**src/design/brenc_pkg.sv**
```systemverilog
// Package for the binary range encoder: shared constants, controller state
// type and the command/status bundles between controller and datapath.
// No dependencies.
package brenc_pkg;

  // Default widths of the probability scale and of the pending fill-byte run.
  localparam int PROB_BITS_DEF = 12;
  localparam int RUN_BITS_DEF  = 32;

  // Fixed field widths of the interface.
  localparam int PROB_IN_W = 12;
  localparam int COUNT_W   = 32;
  localparam int BYTE_W    = 8;

  // Coder word sizes.
  localparam int RANGE_W = 32;
  localparam int LOW_W   = RANGE_W + 1;

  // Byte shifts done by a flush, and the cap on shifts for one item.
  localparam int MAX_SHIFTS = 5;
  localparam int SHIFT_CNT_W = 3;

  // Input kind codes.
  localparam logic KIND_ENCODE = 1'b0;
  localparam logic KIND_FLUSH  = 1'b1;

  localparam logic [BYTE_W-1:0] FF_BYTE = 8'hFF;

  typedef enum logic [1:0] {
    S_IDLE,
    S_UPDATE,
    S_SHIFT,
    S_DRAIN
  } brenc_state_t;

  // Commands from the controller to the datapath.
  typedef struct packed {
    logic load;        // capture the product of range and probability
    logic update;      // apply the symbol to low and range
    logic shift;       // perform one byte shift of low
    logic shift_range; // also scale range by 256 on this shift
    logic push;        // move the held result to the output, not last
    logic drain;       // move the held result to the output as last
  } brenc_cmd_t;

  // Status from the datapath to the controller.
  typedef struct packed {
    logic range_low;   // range is below 2^24
    logic release_now; // the next byte shift releases bytes
    logic held_valid;  // a result is held back waiting for its last flag
    logic slot_free;   // the output register can take a result this cycle
  } brenc_status_t;

endpackage

```
**src/design/brenc_ctrl.sv**
```systemverilog
// Controller of the binary range encoder: sequences the update, the byte
// shifts and the final result of each item. Depends on brenc_pkg.
module brenc_ctrl (
  input  logic                    clk,
  input  logic                    rst,
  input  logic                    in_valid,
  input  logic                    kind,
  output logic                    in_ready,
  input  brenc_pkg::brenc_status_t status,
  output brenc_pkg::brenc_cmd_t    cmd
);
  import brenc_pkg::*;

  brenc_state_t           state;
  brenc_state_t           state_next;
  logic [SHIFT_CNT_W-1:0] cnt;
  logic                   flush;
  logic                   done;
  logic                   stall;

  // Encodes stop shifting once range is renormalized; both kinds stop at the cap.
  assign done  = (cnt == SHIFT_CNT_W'(MAX_SHIFTS)) || (!flush && !status.range_low);
  // A release must push the held result out, which needs a free output slot.
  assign stall = status.release_now && status.held_valid && !status.slot_free;

  always_ff @(posedge clk) begin
    if (rst) begin
      state <= S_IDLE;
      cnt   <= '0;
      flush <= 1'b0;
    end else begin
      state <= state_next;
      if (cmd.load) begin
        cnt   <= '0;
        flush <= (kind == KIND_FLUSH);
      end else if (cmd.shift) begin
        cnt <= cnt + SHIFT_CNT_W'(1);
      end
    end
  end

  always_comb begin
    state_next = state;
    unique case (state)
      S_IDLE: begin
        if (in_valid) begin
          state_next = (kind == KIND_FLUSH) ? S_SHIFT : S_UPDATE;
        end
      end
      S_UPDATE: state_next = S_SHIFT;
      S_SHIFT: begin
        if (done) begin
          state_next = status.held_valid ? S_DRAIN : S_IDLE;
        end
      end
      S_DRAIN: begin
        if (status.slot_free) begin
          state_next = S_IDLE;
        end
      end
      default: state_next = S_IDLE;
    endcase
  end

  always_comb begin
    in_ready = 1'b0;
    cmd      = '0;
    unique case (state)
      S_IDLE: begin
        in_ready = 1'b1;
        cmd.load = in_valid;
      end
      S_UPDATE: cmd.update = 1'b1;
      S_SHIFT: begin
        if (!done && !stall) begin
          cmd.shift       = 1'b1;
          cmd.shift_range = !flush;
          cmd.push        = status.release_now && status.held_valid;
        end
      end
      S_DRAIN: cmd.drain = status.slot_free;
      default: cmd = '0;
    endcase
  end

endmodule

```
**src/design/brenc_dp.sv**
```systemverilog
// Datapath of the binary range encoder: coder state, the probability
// multiplier, the byte shifter with carry cache, and the output register.
// Depends on brenc_pkg.
module brenc_dp #(
  parameter int PROB_BITS = brenc_pkg::PROB_BITS_DEF,
  parameter int RUN_BITS  = brenc_pkg::RUN_BITS_DEF
) (
  input  logic                                clk,
  input  logic                                rst,
  input  logic [brenc_pkg::PROB_IN_W-1:0]     prob_one,
  input  logic                                bit_value,
  input  brenc_pkg::brenc_cmd_t               cmd,
  output brenc_pkg::brenc_status_t            status,
  input  logic                                out_ready,
  output logic                                out_valid,
  output logic                                has_lead,
  output logic [brenc_pkg::BYTE_W-1:0]        lead_byte,
  output logic [brenc_pkg::BYTE_W-1:0]        fill_byte,
  output logic [brenc_pkg::COUNT_W-1:0]       fill_count,
  output logic                                last
);
  import brenc_pkg::*;

  localparam int CLAMP_W = 17;
  localparam logic [CLAMP_W-1:0] PROB_MAX = CLAMP_W'((1 << PROB_BITS) - 1);
  localparam int PROD_W = RANGE_W + PROB_BITS;

  // Coder state.
  logic [LOW_W-1:0]    low;
  logic [RANGE_W-1:0]  range;
  logic [BYTE_W-1:0]   cache;
  logic [RUN_BITS-1:0] pend;
  logic                first;

  // Captured item.
  logic [PROD_W-1:0]   prod;
  logic                bit_q;

  // Result held back until it is known whether it is the item's last.
  logic                held_valid;
  logic                held_lead_en;
  logic [BYTE_W-1:0]   held_lead;
  logic [BYTE_W-1:0]   held_fill;
  logic [RUN_BITS-1:0] held_count;

  // Output register.
  logic                out_lead_en;
  logic [BYTE_W-1:0]   out_lead;
  logic [BYTE_W-1:0]   out_fill;
  logic [RUN_BITS-1:0] out_count;
  logic                out_last;

  logic [CLAMP_W-1:0]   p_wide;
  logic [PROB_BITS-1:0] p_eff;
  logic [RANGE_W-1:0]   bound;
  logic                 carry;
  logic                 rel;
  logic                 load_out;

  always_comb begin
    p_wide = CLAMP_W'(prob_one);
    if (p_wide == '0) begin
      p_wide = CLAMP_W'(1);
    end
    if (p_wide > PROB_MAX) begin
      p_wide = PROB_MAX;
    end
    p_eff = p_wide[PROB_BITS-1:0];
  end

  assign bound = prod[PROB_BITS +: RANGE_W];
  assign carry = low[LOW_W-1];
  // Bytes are released unless the top byte is 0xFF with no carry.
  assign rel   = carry || (low[RANGE_W-1 -: BYTE_W] != FF_BYTE);

  assign status.range_low   = (range[RANGE_W-1 -: BYTE_W] == '0);
  assign status.release_now = rel;
  assign status.held_valid  = held_valid;
  assign status.slot_free   = !out_valid || out_ready;

  assign load_out = cmd.push || cmd.drain;

  always_ff @(posedge clk) begin
    if (rst) begin
      low        <= '0;
      range      <= '1;
      cache      <= '0;
      pend       <= '0;
      first      <= 1'b1;
      held_valid <= 1'b0;
      out_valid  <= 1'b0;
    end else begin
      if (cmd.update) begin
        if (bit_q) begin
          range <= bound;
        end else begin
          low   <= low + LOW_W'(bound);
          range <= range - bound;
        end
      end else if (cmd.shift) begin
        if (rel) begin
          first      <= 1'b0;
          pend       <= '0;
          cache      <= low[RANGE_W-1 -: BYTE_W];
          held_valid <= 1'b1;
        end else if (pend != '1) begin
          pend <= pend + RUN_BITS'(1);
        end
        low <= {1'b0, low[RANGE_W-BYTE_W-1:0], {BYTE_W{1'b0}}};
        if (cmd.shift_range) begin
          range <= {range[RANGE_W-BYTE_W-1:0], {BYTE_W{1'b0}}};
        end
      end
      if (cmd.drain) begin
        held_valid <= 1'b0;
      end
      if (load_out) begin
        out_valid <= 1'b1;
      end else if (out_ready) begin
        out_valid <= 1'b0;
      end
    end
  end

  // Payload registers.
  always_ff @(posedge clk) begin
    if (cmd.load) begin
      prod  <= PROD_W'(range) * PROD_W'(p_eff);
      bit_q <= bit_value;
    end
    if (cmd.shift && rel) begin
      held_lead_en <= !first;
      held_lead    <= first ? '0 : cache + BYTE_W'(carry);
      held_fill    <= carry ? '0 : FF_BYTE;
      held_count   <= pend;
    end
    if (load_out) begin
      out_lead_en <= held_lead_en;
      out_lead    <= held_lead;
      out_fill    <= held_fill;
      out_count   <= held_count;
      out_last    <= cmd.drain;
    end
  end

  assign has_lead   = out_lead_en;
  assign lead_byte  = out_lead;
  assign fill_byte  = out_fill;
  assign fill_count = COUNT_W'(out_count);
  assign last       = out_last;

endmodule

```
**src/design/binary_range_encoder_top.sv**
```systemverilog
// Top level of the binary range encoder: joins the controller and the
// datapath. Depends on brenc_pkg, brenc_ctrl and brenc_dp.
//
//   channel  | handshake            | payload
//   ---------+----------------------+----------------------------------------------
//   input    | in_valid / in_ready  | kind, prob_one, bit_value
//   output   | out_valid / out_ready| has_lead, lead_byte, fill_byte, fill_count, last
//
// An encode item loads the registered multiply, applies the low/range update, then
// makes its byte shifts (0 to 2); a flush skips the update and makes its 5 shifts.
// A drain step follows when the item released bytes, to send its last result. The
// pace is set by the single byte shifter doing one shift per cycle unless it stalls.
// Reset is synchronous. A shift that releases bytes while a result is held waits
// while a prior result still sits unaccepted in the output register.
module binary_range_encoder_top #(
  parameter int PROB_BITS = brenc_pkg::PROB_BITS_DEF,
  parameter int RUN_BITS  = brenc_pkg::RUN_BITS_DEF
) (
  input  logic                          clk,
  input  logic                          rst,
  input  logic                          in_valid,
  output logic                          in_ready,
  input  logic                          kind,
  input  logic [brenc_pkg::PROB_IN_W-1:0] prob_one,
  input  logic                          bit_value,
  output logic                          out_valid,
  input  logic                          out_ready,
  output logic                          has_lead,
  output logic [brenc_pkg::BYTE_W-1:0]  lead_byte,
  output logic [brenc_pkg::BYTE_W-1:0]  fill_byte,
  output logic [brenc_pkg::COUNT_W-1:0] fill_count,
  output logic                          last
);
  import brenc_pkg::*;

  brenc_cmd_t    cmd;
  brenc_status_t status;

  brenc_ctrl u_ctrl (
    .clk      (clk),
    .rst      (rst),
    .in_valid (in_valid),
    .kind     (kind),
    .in_ready (in_ready),
    .status   (status),
    .cmd      (cmd)
  );

  brenc_dp #(
    .PROB_BITS (PROB_BITS),
    .RUN_BITS  (RUN_BITS)
  ) u_dp (
    .clk        (clk),
    .rst        (rst),
    .prob_one   (prob_one),
    .bit_value  (bit_value),
    .cmd        (cmd),
    .status     (status),
    .out_ready  (out_ready),
    .out_valid  (out_valid),
    .has_lead   (has_lead),
    .lead_byte  (lead_byte),
    .fill_byte  (fill_byte),
    .fill_count (fill_count),
    .last       (last)
  );

endmodule

```
**config.mk**
```make
export PLATFORM = sky130hd
export DESIGN_NAME = binary_range_encoder_top
export DESIGN_NICKNAME = d
export VERILOG_FILES = /design/src/design/brenc_pkg.sv /design/src/design/brenc_ctrl.sv /design/src/design/brenc_dp.sv /design/src/design/binary_range_encoder_top.sv
export SDC_FILE = /design/constraint.sdc
export NUM_CORES = 1
export LEC_CHECK = 0
export ABC_AREA = 0
export BUFFER_PORTS_ARGS = -buffer_cell sky130_fd_sc_hd__buf_4
export CAP_MARGIN = 30
export CORE_MARGIN = 8
export CORE_UTILIZATION = 26
export DETAILED_ROUTE_END_ITERATION = 6
export PLACE_DENSITY_LB_ADDON = 0.08
export RECOVER_POWER = 100
export SLEW_MARGIN = 25
export SYNTH_ARGS = -nofsm -noshare
export SYNTH_HDL_FRONTEND = slang
export SYNTH_HIERARCHICAL = 1
export SYNTH_SLANG_ARGS = --single-unit
```
**constraint.sdc**
```tcl
create_clock -name clk -period 10.3 [get_ports clk]
set_clock_uncertainty 0.15 [all_clocks]
set_input_delay 0.515 -clock clk [delete_from_list [all_inputs] [get_ports clk]]
set_output_delay 0.515 -clock clk [all_outputs]
set_load 0.02 [all_outputs]
```
Word-level counts from Yosys, hierarchy flattened --
Index checks and enable logic that the tools add are counted.
Storage, ports and cells: flip-flop bits (word level) 258, bits of input ports 18, output and inout port bits 52, logic and storage cells 95
Operators by class: add/subtract/negate cells 5, multipliers 1, $lt $le $gt $ge 1, eq/ne operators 10, mux-type cells 26, bitwise operators 1, reduce and logical (&&, ||, !) cells 30
Operators with widths (number):
- $mux 32 | 6
- $mux 33 | 3
- $mul 32x12->44 | 1
- $add 33x32->33 | 1
- $add 32x1->32 const B | 1
- $ne 32x32->1 const B | 1
- $sub 32x32->32 | 1
- $mux 12 | 2
- $gt 12x12->1 const B | 1
- $logic_not 12->1 | 1
- $mux 2 | 5
- $reduce_and 3->1 | 3
- $add 8x1->8 | 1
- $logic_not 8->1 | 1
- $mux 8 | 1
- $ne 8x8->1 const B | 1
- $pmux 2 s4 | 1
- $reduce_bool 2->1 | 4
- $logic_not 1->1 | 7
- $mux 1 | 6
- $mux 3 | 2
- $logic_and 1x1->1 | 5
- $eq 2x2->1 const B | 2
- $logic_or 1x1->1 | 4
- other kinds (9) | 13

Depth between registers and ports, before layout --
depth after elaboration 11, mapped depth 23, depth with buffers taken out 22

Modules after synthesis --
Netlist, hierarchy kept.
By module, submodules not included:
- brenc_dp | instances 1, cells an instance 2479, area each 22775.6 µm², seq. area each 5705.5 µm²
- brenc_ctrl | instances 1, cells an instance 44, area each 397.9 µm², seq. area each 120.1 µm²

Worst setup path before layout --
No wires, ideal clock.
kind input-to-reg, from in prob_one[5] (netlist name), to reg u_dp.prod[32] (data pin), setup time 264 ps, arrival time 5707 ps, data required time 9886 ps, slack 4179 ps, cell stages on the path 23, buffers on the path 1, cells stage by stage clkbuf_1 -> nand2_1 -> fa_1 -> inv_1 -> fa_1 -> inv_1 -> fa_1 -> inv_1 -> fa_1 -> inv_1 -> fa_1 -> inv_1 -> ha_1 -> a21o_1 -> a21o_1 -> a211oi_1 -> o21ai_0 -> o21ai_1 -> o31ai_4 -> a21oi_1 -> o21ai_1 -> a221oi_1 -> xnor2_1
On the way: word-level cells in the longest chain between the ends 5
Ends and longest elaborated chain:
- start: declaration | RTL line binary_range_encoder_top.sv:24 | input logic [brenc_pkg::PROB_IN_W-1:0] prob_one,
- $logic_not 12->1 | RTL line brenc_dp.sv:62 | if (p_wide == '0) begin
- $mux 12 (*) | RTL line brenc_dp.sv:62
- $gt 12x12->1 | RTL line brenc_dp.sv:65 | if (p_wide > PROB_MAX) begin
- $mux 12 (*) | RTL line brenc_dp.sv:65
- $mul 32x12->44 (*) | RTL line brenc_dp.sv:128 | prod <= PROD_W'(range) * PROD_W'(p_eff);
- end signal: assignment | RTL line brenc_dp.sv:128
- end: declaration | RTL line brenc_dp.sv:36 | logic [PROD_W-1:0] prod;
Mark *: on every way between the ends. The rest lies on a longest branch, timed or not. A chain may end at the register's enable or synchronous reset.

Final worst setup path --
from in prob_one[1] (netlist name), to reg u_dp.prod[36] (data pin)
The elaborated chain is that of the path after synthesis.

==> summary.txt <==
critical path cell sequence = clkbuf_1 > nor4_1 > a31o_1 > nand2_1 > fa_1 > inv_1 > fa_1 > inv_1 > fa_1 > fa_1 > inv_1 > ha_1 > nand2_1 > nor3_1 > a31oi_1 > nor3_1 > o21ai_0 > o31ai_1 > a31oi_2 > o21ai_0 > a21oi_1 > xnor2_1
total global routing overflow = 0
Rows = 109
predominant post-synthesis flop cell = edfxtp_1
Max Clk Rate = 123 MHz
Hold Vio Cnt, Final = 0
finished layout cell area = 0.0256 mm2
RSZ-0062 raised after global routing = no
input/output buffers = 69
Slew Limit Headroom = -75.7%
crit-path max FO = 32
DRT iter0 DRCs = 736
post-synth top area cell = fa_1
utilization after layout = 28.9%
Final nets = 2999
Worst path slowest cell = a31o_1
Compound-Gate Fraction of Synth Area = 10.9%
Worst Tran Pin Value = 2640 ps
CP endpoint kind = register
routed vias = 17000
Mapped Area = 0.0232 mm2
Clock Pin Slew Worst Setup and Hold Paths = 60 ps
clk_lat worst skew = 550 ps
root buffer cell = clkbuf_16
slowest cell delay on critical path = 1080 ps
Worst Hold Slack = 76.7 ps
Post-CTS Resized = 0
WP data arrival = 8270 ps
total core area = 0.0884 mm2
ys async rst share = 0%
Mapped Nets = 2988
Antenna Violating Nets Remaining = 0
Post-synth top cells = nand2_1, inv_1, fa_1
status = complete, but fails checks
Crit path top cell by count = fa_1
gr usage total = 13.2%
Placed Area = 0.0249 mm2
Post-Synth Simple-Gate Area = 16.8%
fin crit period = 8130 ps
Hold Path Class = in2reg
Synth cell types = 73
Synth Area per Inst = 9.18 um2
Die Wd = 315 um
setup_tns = 0 ps
most used standard cell by instance count after synthesis = nand2_1
EDFF count, synth = 118
vias per inst = 4.56
number of global-route vias before repair = 18200
initial antenna violation count = 6
Slew Limit Fails = 173
adder-cell area share of the yosys netlist = 33.9%
Seq/Total Area, Yosys = 25.1%
crit share post-route = 78.9%
Die Area = 0.0989 mm2
Crit path max-delay family = compound AO/OA/AOI/OAI gates
first-pass GRT wire length = 105 mm
top post-synthesis cells by area = fa_1, edfxtp_1, dfxtp_1
CP startpoint kind = primary input
CTS Buf Count = 26
Synth top area share = 26.0%
GP Congestion = 0.787
drt pass-1 iters = 4
post-DP HPWL = 51.0 mm
Initial Util = 26.2%
Post-Syn Instances = 2523
violated checks = max-capacitance violations, max-slew violations
Synth Area in XOR/XNOR = 4.04%
FILL cells = 9567
Area Growth Syn to Fin = 10.3%
CTS tree = built
routed wire length per instance = 17.6 um
Worst EP required = 10440 ps
Synthesis Warnings = 6
io pins = 70
worst path buffer plus inverter count = 4
Clock Sinks = 232
largest net degree at the start of global routing = 68
Clock H-tree levels = 1
height of the die = 315 um
layout cells sized above 1 = 4.15%
mux cell area share after synthesis = 0.993%
Remaining DRCs = 0
Post-Route WL = 65.6 mm
max cap viols = 5
clk buf depth = 3
#FFs+latches synth = 232
hold buffers post-CTS = 1
largest family of logic cells by synthesized area = adder cells
CP Class = in2reg
endpoints failing setup = 0
number of post-CTS setup repair buffers = 0
-- metal layers --
metal / vias up / wire length, um / global-route usage (%)
li1: 8214 / - / -
met1: 8400 / 32600 / 18.7
met2: 267 / 29400 / 21.7
met3: 88 / 2250 / 1.21
met4: 2 / 1380 / 3.14
met5: - / 13 / 0
-- per-stage QoR --
stage | cells | setup slack (ps)
after floorplan | 2523 | 4180
after global placement | 3669 | 3240
after detailed placement | 3669 | 3050
after CTS | 3718 | 3390
after global routing | 3719 | 1540
final | 3723 | 2170
-- worst register-to-register path: cells and delay by family (launching register included) --
family | cells | cell delay (ps)
simple gates | 3 | 590
buf+inv | 3 | 140
fa+ha+maj | 6 | 3060
compound gates | 5 | 1890
flops | 1 | 940
xor+xnor | 1 | 140
-- final timing paths --
| kind | start | endpoint | slack (ps) | cells after the start |
|---|---|---|---|---|
| worst max-delay path | prob_one[1] | u_dp/prod[36] | 2170 | 22 |
| worst min-delay path | kind | u_ctrl/flush | 80 | 3 |
| worst max register to register | u_dp/range[10] | u_dp/prod[36] | 3140 | 18 |
| worst min register to register | u_dp/held_count[0] | u_dp/fill_count[0] | 260 | 0 |
-- layout by cell type, fill, tap and decap left out, types with 30 or more instances in the layout --
master / instances
inv_1: 375
buf_4: 42
nand2b_1: 30
a21o_1: 67
edfxtp_1: 118
dfxtp_1: 114
nor2_1: 106
and2_1: 109
xnor2_1: 57
xor2_1: 50
fa_1: 301
o21ai_0: 67
nor3_1: 33
ha_1: 146
clkbuf_1: 65
a21oi_1: 116
nand2_1: 389
nand3_1: 53
-- sequential cells by signal, summed over array words and instances, names as in the netlist, 3 cells and up --
register and flops:
u_ctrl/cnt 3, u_dp/cache 8, u_dp/fill_count 32, u_dp/held_count 32
u_dp/held_lead 8, u_dp/lead_byte 8, u_dp/low 33, u_dp/pend 32
u_dp/prod 32, u_dp/range 32
-- cell families after synthesis --
group | Yosys count
XOR/XNOR | 107
multiplexers | 22
adder cells (fa/ha/maj) | 447
AO/OA/AOI/OAI | 391
buffers and inverters | 498
flip-flops | 232
AND/OR/NAND/NOR | 826
-- area by class of cell --
cell class	count	area (um2)	area share [%]
multi-input cells	1793	15400	60.4
inverters	376	1410	5.52
clock buffers	31	691	2.70
diodes	4	10.0	0.0392
repair buffers	105	562	2.20
clock inverters	17	173	0.676
well taps	1165	1460	5.70
flip-flops and latches	232	5830	22.8
Power is not shown: default switching activity piles up to over one toggle a cycle in this logic, so the estimate is an artifact.
